### src/hw/rtl/bsf4i8d_pkg.sv
`timescale 1ns / 1ps

package bsf4i8d_pkg;

    // Activation lanes carried by one request
    localparam int LANES = 4;

    localparam int ACT_W    = 8;
    localparam int NIB_W    = 4;
    localparam int WEIGHT_W = 5;
    localparam int LPROD_W  = ACT_W + WEIGHT_W;
    localparam int DOT_W    = 15;
    localparam int BSUM_W   = 18;
    localparam int BSCALE_W = 16;
    localparam int FPROD_W  = BSUM_W + BSCALE_W + 1;
    localparam int ACC_W    = 48;
    localparam int ASCALE_W = 24;
    localparam int HALF_W   = ACC_W / 2;
    localparam int LOPROD_W = HALF_W + ASCALE_W;
    localparam int HIPROD_W = HALF_W + ASCALE_W + 1;
    localparam int RESULT_W = 64;
    localparam int COUNT_W  = 4;

    // E2M1 magnitudes, doubled so that they are whole numbers
    localparam logic [3:0] FP4_MAG [8] = '{
        4'd0, 4'd1, 4'd2, 4'd3, 4'd4, 4'd6, 4'd8, 4'd12
    };

    typedef enum logic [2:0] {
        ST_IDLE,
        ST_DOT,
        ST_FMUL,
        ST_FADD,
        ST_OMUL,
        ST_OUT
    } state_t;

    // Controller to datapath
    typedef struct packed {
        logic load;
        logic dot;
        logic fmul;
        logic fadd;
        logic omul;
        logic out_load;
    } cmd_t;

    // Datapath to controller
    typedef struct packed {
        logic flush_due;
        logic last;
        logic out_free;
    } status_t;

    // Decode one E2M1 code to a signed doubled value; negative zero gives zero
    function automatic logic signed [WEIGHT_W-1:0] fp4_decode(input logic [NIB_W-1:0] code);
        logic signed [WEIGHT_W-1:0] mag;
        mag = $signed({1'b0, FP4_MAG[code[2:0]]});
        return code[3] ? -mag : mag;
    endfunction

endpackage

### src/hw/rtl/bsf4i8d_ctrl.sv
`timescale 1ns / 1ps

module bsf4i8d_ctrl
    import bsf4i8d_pkg::*;
(
    input  logic    clk,
    input  logic    rst_n,
    input  logic    in_valid,
    output logic    in_ready,
    input  status_t status,
    output cmd_t    cmd
);

    state_t state_reg;
    state_t state_next;

    // Hold the sequencer state
    always_ff @(posedge clk or negedge rst_n)
    begin
        if (!rst_n)
        begin
            state_reg <= ST_IDLE;
        end
        else
        begin
            state_reg <= state_next;
        end
    end

    // Step through dot, group flush and output scaling
    always_comb
    begin
        state_next = state_reg;
        cmd        = '0;
        in_ready   = 1'b0;
        unique case (state_reg)
            ST_IDLE:
            begin
                in_ready = 1'b1;
                if (in_valid)
                begin
                    cmd.load   = 1'b1;
                    state_next = ST_DOT;
                end
            end
            ST_DOT:
            begin
                cmd.dot    = 1'b1;
                state_next = status.flush_due ? ST_FMUL : ST_IDLE;
            end
            ST_FMUL:
            begin
                cmd.fmul   = 1'b1;
                state_next = ST_FADD;
            end
            ST_FADD:
            begin
                cmd.fadd   = 1'b1;
                state_next = status.last ? ST_OMUL : ST_IDLE;
            end
            ST_OMUL:
            begin
                cmd.omul   = 1'b1;
                state_next = ST_OUT;
            end
            ST_OUT:
            begin
                if (status.out_free)
                begin
                    cmd.out_load = 1'b1;
                    state_next   = ST_IDLE;
                end
            end
            default:
            begin
                state_next = ST_IDLE;
            end
        endcase
    end

endmodule

### src/hw/rtl/bsf4i8d_dp.sv
`timescale 1ns / 1ps

module bsf4i8d_dp
    import bsf4i8d_pkg::*;
#(
    parameter int ITEMS_PER_GROUP = 4
)
(
    input  logic                       clk,
    input  logic                       rst_n,
    input  cmd_t                       cmd,
    output status_t                    status,
    input  logic [LANES*ACT_W-1:0]     act_bytes,
    input  logic [LANES*NIB_W-1:0]     weight_nibbles,
    input  logic [BSCALE_W-1:0]        block_scale,
    input  logic [ASCALE_W-1:0]        row_scale,
    input  logic                       last,
    output logic                       out_valid,
    input  logic                       out_ready,
    output logic signed [RESULT_W-1:0] result,
    output logic                       overflow
);

    localparam logic [COUNT_W:0] GroupEnd = (COUNT_W + 1)'(ITEMS_PER_GROUP);

    // Captured request
    logic [LANES*ACT_W-1:0]     act_reg;
    logic [LANES*NIB_W-1:0]     nib_reg;
    logic [BSCALE_W-1:0]        bscale_reg;
    logic [ASCALE_W-1:0]        ascale_reg;
    logic                       last_reg;

    // Running state
    logic [COUNT_W-1:0]         count_reg;
    logic [COUNT_W-1:0]         count_next;
    logic signed [BSUM_W-1:0]   bsum_reg;
    logic signed [BSUM_W-1:0]   bsum_next;
    logic signed [ACC_W-1:0]    acc_reg;
    logic signed [ACC_W-1:0]    acc_next;
    logic                       sat_reg;
    logic                       sat_next;

    // Product registers
    logic signed [FPROD_W-1:0]  fprod_reg;
    logic [LOPROD_W-1:0]        loprod_reg;
    logic signed [HIPROD_W-1:0] hiprod_reg;

    // Output register
    logic                       out_valid_reg;
    logic                       out_valid_next;
    logic signed [RESULT_W-1:0] result_reg;
    logic                       overflow_reg;

    logic signed [LPROD_W-1:0]  lane_prod [LANES];
    logic signed [DOT_W-1:0]    dot_sum;
    logic signed [ACC_W:0]      acc_sum;
    logic signed [HIPROD_W-1:0] scaled;
    logic                       flush_due;

    // Multiply each lane and add the four products
    always_comb
    begin
        dot_sum = '0;
        for (int i = 0; i < LANES; i++)
        begin
            lane_prod[i] = $signed(act_reg[i*ACT_W +: ACT_W])
                         * fp4_decode(nib_reg[i*NIB_W +: NIB_W]);
            dot_sum      = dot_sum + DOT_W'(lane_prod[i]);
        end
    end

    // Group ends on its final item or on the last request
    assign flush_due = (({1'b0, count_reg} + 1'b1) >= GroupEnd) || last_reg;

    // Saturating accumulate of the scaled block sum; cleared when the result is loaded
    always_comb
    begin
        acc_sum  = (ACC_W + 1)'(acc_reg) + (ACC_W + 1)'(fprod_reg);
        acc_next = acc_reg;
        sat_next = sat_reg;
        if (cmd.fadd)
        begin
            if (acc_sum[ACC_W] != acc_sum[ACC_W-1])
            begin
                acc_next = acc_sum[ACC_W] ? {1'b1, {(ACC_W-1){1'b0}}}
                                          : {1'b0, {(ACC_W-1){1'b1}}};
                sat_next = 1'b1;
            end
            else
            begin
                acc_next = acc_sum[ACC_W-1:0];
            end
        end
        else if (cmd.out_load)
        begin
            acc_next = '0;
            sat_next = 1'b0;
        end
    end

    // Advance item count and block sum; clear the block sum when the group is added
    always_comb
    begin
        count_next = count_reg;
        bsum_next  = bsum_reg;
        if (cmd.dot)
        begin
            count_next = flush_due ? '0 : count_reg + 1'b1;
            bsum_next  = bsum_reg + BSUM_W'(dot_sum);
        end
        else if (cmd.fadd)
        begin
            bsum_next = '0;
        end
    end

    // Floor of acc * scale / 2^24 from the high half product and the low half carry
    assign scaled = hiprod_reg + $signed({{(HIPROD_W-ASCALE_W){1'b0}},
                                          loprod_reg[LOPROD_W-1:ASCALE_W]});

    assign out_valid_next = cmd.out_load ? 1'b1 : (out_ready ? 1'b0 : out_valid_reg);

    // Control state
    always_ff @(posedge clk or negedge rst_n)
    begin
        if (!rst_n)
        begin
            count_reg     <= '0;
            bsum_reg      <= '0;
            acc_reg       <= '0;
            sat_reg       <= 1'b0;
            out_valid_reg <= 1'b0;
        end
        else
        begin
            count_reg     <= count_next;
            bsum_reg      <= bsum_next;
            acc_reg       <= acc_next;
            sat_reg       <= sat_next;
            out_valid_reg <= out_valid_next;
        end
    end

    // Payload registers
    always_ff @(posedge clk)
    begin
        if (cmd.load)
        begin
            act_reg    <= act_bytes;
            nib_reg    <= weight_nibbles;
            bscale_reg <= block_scale;
            ascale_reg <= row_scale;
            last_reg   <= last;
        end
        if (cmd.fmul)
        begin
            fprod_reg <= bsum_reg * $signed({1'b0, bscale_reg});
        end
        if (cmd.omul)
        begin
            loprod_reg <= acc_reg[HALF_W-1:0] * ascale_reg;
            hiprod_reg <= $signed(acc_reg[ACC_W-1:HALF_W]) * $signed({1'b0, ascale_reg});
        end
        if (cmd.out_load)
        begin
            result_reg   <= RESULT_W'(scaled);
            overflow_reg <= sat_reg;
        end
    end

    assign status.flush_due = flush_due;
    assign status.last      = last_reg;
    assign status.out_free  = !out_valid_reg || out_ready;

    assign out_valid = out_valid_reg;
    assign result    = result_reg;
    assign overflow  = overflow_reg;

endmodule

### src/hw/rtl/block_scaled_fp4_int8_dot.sv
// Sequence: a request inside a group passes through IDLE and DOT, one that closes a group
// also through FMUL and FADD, and the last request also through OMUL and OUT; the sequencer
// handles one request at a time. The result of the last request is loaded in OUT once the
// output register is free; the accumulator scaling runs as two 24-bit half products.
// Reset: rst_n clears the sequencer, item count, block sum, accumulator and the output
// valid flag at once; the block takes requests as soon as reset is released.
`timescale 1ns / 1ps

module block_scaled_fp4_int8_dot
    import bsf4i8d_pkg::*;
#(
    parameter int GROUP_SIZE = 16
)
(
    input  logic                       clk,
    input  logic                       rst_n,
    input  logic                       in_valid,
    output logic                       in_ready,
    input  logic [LANES*ACT_W-1:0]     act_bytes,
    input  logic [LANES*NIB_W-1:0]     weight_nibbles,
    input  logic [BSCALE_W-1:0]        block_scale,
    input  logic [ASCALE_W-1:0]        row_scale,
    input  logic                       last,
    output logic                       out_valid,
    input  logic                       out_ready,
    output logic signed [RESULT_W-1:0] result,
    output logic                       overflow
);

    localparam int ItemsPerGroup = (GROUP_SIZE / LANES == 0) ? 1 : GROUP_SIZE / LANES;

    cmd_t    cmd;
    status_t status;

    bsf4i8d_ctrl u_ctrl (
        .clk      (clk),
        .rst_n    (rst_n),
        .in_valid (in_valid),
        .in_ready (in_ready),
        .status   (status),
        .cmd      (cmd)
    );

    bsf4i8d_dp #(
        .ITEMS_PER_GROUP (ItemsPerGroup)
    ) u_dp (
        .clk            (clk),
        .rst_n          (rst_n),
        .cmd            (cmd),
        .status         (status),
        .act_bytes      (act_bytes),
        .weight_nibbles (weight_nibbles),
        .block_scale    (block_scale),
        .row_scale      (row_scale),
        .last           (last),
        .out_valid      (out_valid),
        .out_ready      (out_ready),
        .result         (result),
        .overflow       (overflow)
    );

    // One datapath command at a time
    assert property (@(posedge clk) disable iff (!rst_n) $onehot0(cmd))
        else $error("more than one datapath command at once");

    // A result is only produced for the request marked last
    assert property (@(posedge clk) disable iff (!rst_n) cmd.out_load |-> status.last)
        else $error("result loaded for a request not marked last");

    // No new request while one is still being worked on
    assert property (@(posedge clk) disable iff (!rst_n) (in_valid && in_ready) |=> !in_ready)
        else $error("request accepted while the previous one is in progress");

    // A loaded result is offered in the next cycle
    assert property (@(posedge clk) disable iff (!rst_n) cmd.out_load |=> out_valid)
        else $error("loaded result not offered");

endmodule

### config.mk
export PLATFORM = sky130hd
export DESIGN_NAME = block_scaled_fp4_int8_dot
export DESIGN_NICKNAME = d
export VERILOG_FILES = /design/src/hw/rtl/bsf4i8d_pkg.sv /design/src/hw/rtl/bsf4i8d_ctrl.sv /design/src/hw/rtl/bsf4i8d_dp.sv /design/src/hw/rtl/block_scaled_fp4_int8_dot.sv
export SDC_FILE = /design/constraint.sdc
export NUM_CORES = 2
export LEC_CHECK = 0
export BUFFER_PORTS_ARGS = -buffer_cell sky130_fd_sc_hd__buf_2
export CAP_MARGIN = 10
export CORE_AREA = 4 4 400 402
export DETAILED_ROUTE_END_ITERATION = 7
export DIE_AREA = 0 0 404 406
export HOLD_SLACK_MARGIN = 0.15
export PLACE_DENSITY = 0.6
export SLEW_MARGIN = 10
export SYNTH_ARGS = -nofsm -noshare
export SYNTH_HDL_FRONTEND = slang
export SYNTH_SLANG_ARGS = --single-unit
### constraint.sdc
create_clock -name clk -period 16.1 [get_ports clk]
set_input_delay 1.61 -clock clk [delete_from_list [all_inputs] [get_ports clk]]
set_output_delay 1.61 -clock clk [all_outputs]
set_load 0.005 [all_outputs]
==> impl_results.md <==
- Status: finished, final reports clean
- Antenna-violating nets left: 0
- Top-count cell post-synth: inv_1
- Reg2reg start: u_dp.nib_reg[10]
- # resized after CTS: 0
- Port Buffers: 159
- Flop2flop setup slack: 7.21 ns
- Via count: 48.4k
- Cells after Synth: 7,355
- Top delay family on crit path: adder cells
- Min-delay src: u_dp.sat_reg
- Max_cap viols: 0
- CTS Buf Count: 45
- Initial DRC Count: 2,834
- Met1 Use GR: 30.1%
- Post-CTS Setup Repair Bufs: 0
- Register area share after synthesis: 13.3%
- Unique masters post-synth: 84
- RePlAce Congestion: 0.860
- Clock sink total: 322
- Worst path bufs/invs: 7
- Storage cell area: 9290 µm²
- Synth Area in XOR/XNOR: 2.76%
- Hold Crit Depth: 0
- Met2 Usage GRT: 37.0%
- Hold slack: 0.477 ns
- Die Y-Extent: 406 µm
- Ports: 160
- First-pass GRT wire length: 286,000 µm
- Share of layout cells above drive strength 1: 5.03%
- Total track usage: 22.0%
- Worst slew pin tran: 1.18 ns
- Crit end category: flip-flop
- RSZ-0062 raised after global routing: false
- Post-Route Skew: 0.0348 ns
- Slowest stage delay, CP: 0.60 ns
- Mean Syn Cell Area: 9.52 µm²
- Inst Count DP: 9,324
- Clock buffer depth: 3
- Async SR Flop Fraction: 23.3%
- F_max: 113 MHz
- Post-Route WL: 175,000 µm
- Cell area after layout: 74,200 µm²
- Adder-Cell Fraction of Synth Area: 53.2%
- Layout Nets: 9,497
- Final TNS setup: 0 ns
- Synth top area cells: fa_1 (42%), ha_1 (11%), edfxtp_1 (11%)
- Vias per cell: 5.15
- Multi-input gate area: 53,000 µm²
- Post-route DRC violation count: 0
- Row cnt: 145
- GR peak layer: met2
- Core area: 156,000 µm²
- Crit path DAT: 9.41 ns
- Slowest stage cell, crit path: a2111oi_0
- Vias in the first global route: 52.0k
- Initial Utilization: 44.9%
- Post-synth top area cell: fa_1
- Fill cells: 14.8k
- Yosys reg bits: 322
- Post-DP HPWL: 134,000 µm
- Largest family of logic cells by synthesized area: adder cells
- Max transition margin: 20.8%
- Compound-gate portion of the synthesized area: 5.38%
- Post-synth top cells: inv_1 (1,703), fa_1 (1,476), nand2_1 (1,102)
- Syn-to-layout area delta: 5.91%
- Min-delay worst type: flip-flop to flip-flop
- ANT cells: 0
- Largest net degree at the start of global routing: 65
- Crit path time final: 8.89 ns
- Crit Path Max Fanout: 9
- Period Utilization, post-route: 55.2%
- Register-to-Register Path Depth: 31
- CTS tree: done
- Post-synthesis mux area share: 0.120%
- Min-Delay Endpoint: u_dp.overflow
- Warnings, synthesis: 0
- EDFF count, synth: 247
- Wirelength per Cell: 18.6 µm
- Simple-Gate Fraction of Synth Area: 14.2%
- Synthesized area: 70,000 µm²
- Mapped Nets: 9,538
- Final slew viol count: 0
- Post-synth top area share: 42.2%
- Required time of the critical path: 16.63 ns
- H-tree Lvls: 2
- Area after DPL: 72,700 µm²
- Initial antenna violation count: 4
- Die ar.: 164,000 µm²
- CTS Root Cell: clkbuf_16
- Synth Flop Type: edfxtp_1
- CP startpoint kind: flip-flop
- Clock Latency Late Sink: 0.64 ns
- Reg2Reg Capture Point: u_dp.bsum_reg[17]
- GRT Residual Overflow: 0
- Clock-pin slew on the worst setup and hold paths: 0.06 ns
- Worst setup path category: flip-flop to flip-flop
- CTS Hold Bufs: 0
- Fin. Hold Viols: 0
- Finished Layout Cells: 9,407
- Router iterations before antenna repair: 7
- Final setup violation count: 0
- M3 GR Usage: 2.60%
- Die width: 404 µm
-- worst max-delay path by stage --
stage	from	endpoint	slack, ns	cells after the start
after floorplan	u_dp.nib_reg[10]	u_dp.bsum_reg[17]	8.12	32
after global placement	u_dp.nib_reg[10]	u_dp.bsum_reg[17]	7.31	31
after detailed placement	u_dp.nib_reg[10]	u_dp.bsum_reg[17]	7.25	31
after CTS	u_dp.nib_reg[10]	u_dp.bsum_reg[17]	7.23	31
after global routing	u_dp.nib_reg[10]	u_dp.bsum_reg[17]	6.60	31
final	u_dp.nib_reg[10]	u_dp.bsum_reg[17]	7.21	31
-- logic make-up (layout without fill, tap and decap cells) --
group                      Yosys count  after routing
AOI/OAI and AO/OA                  575            575
xor gates and xnor gates           221            221
adders and majority gates         2090           2090
buffers and inverters             2040           2034
DFF                                322            322
muxes                                8              8
and+or+nand+nor                   2099           2099
-- layout make-up --
cell class | instances | area share, %
clock buffer | 52 | 1.55
clock inverter | 30 | 0.353
inverter | 1704 | 8.63
multi-input combinational | 4993 | 71.5
sequential | 322 | 12.5
tap | 2058 | 3.47
timing repair buffer | 248 | 1.98
-- worst register-to-register path, delay by kind of cell (launching register included) --
family	cells	cell delay (ns)
compound gates	9	2.23
xor+xnor	1	0.12
fa+ha+maj	9	4.06
buf+inv	7	0.41
flops	1	0.48
mux	1	0.52
simple gates	4	0.97
-- placed cells by master (no fill, tap or decap), types with 11 or more instances in the layout --
master | synthesis | routed
xnor2_1 | 157 | 157
nand4_1 | 16 | 16
fa_1 | 1476 | 1476
o21bai_1 | 23 | 23
a31oi_1 | 15 | 15
o21ai_1 | 39 | 39
nand2b_1 | 52 | 52
nand2_1 | 1102 | 1102
a21oi_1 | 164 | 164
or2_2 | 15 | 15
nand3_1 | 42 | 42
dfrtp_1 | 75 | 75
ha_1 | 614 | 614
xor2_1 | 64 | 64
a211oi_1 | 12 | 12
buf_4 | 15 | 90
o21a_1 | 27 | 27
nor3_1 | 28 | 27
a21o_1 | 89 | 89
edfxtp_1 | 247 | 247
buf_2 | 8 | 158
and2_1 | 598 | 597
and3_1 | 25 | 25
nor2_1 | 154 | 151
o21ai_0 | 101 | 101
inv_1 | 1703 | 1703
nor2b_1 | 35 | 35
clkinv_2 | 0 | 13
clkbuf_16 | 0 | 45
a22o_1 | 11 | 11
-- stage by stage --
stage / setup WS (ns) / util [%]
floorplan: 8.12 / -
global placement: 7.31 / 46.6
detailed placement: 7.25 / 46.6
CTS: 7.23 / 47.5
global route: 6.60 / 47.5
finish: 7.21 / 47.5
-- layer usage --
layer,up-vias,part of all wire (%)
met4,2,3.1
met1,25000,43
met2,1346,48
met5,-,0.011
met3,277,5.4
li1,21800,-
Power is left out: the tool's default activity adds up to more than one toggle a clock period on the data nets, which glitch-free logic cannot reach.
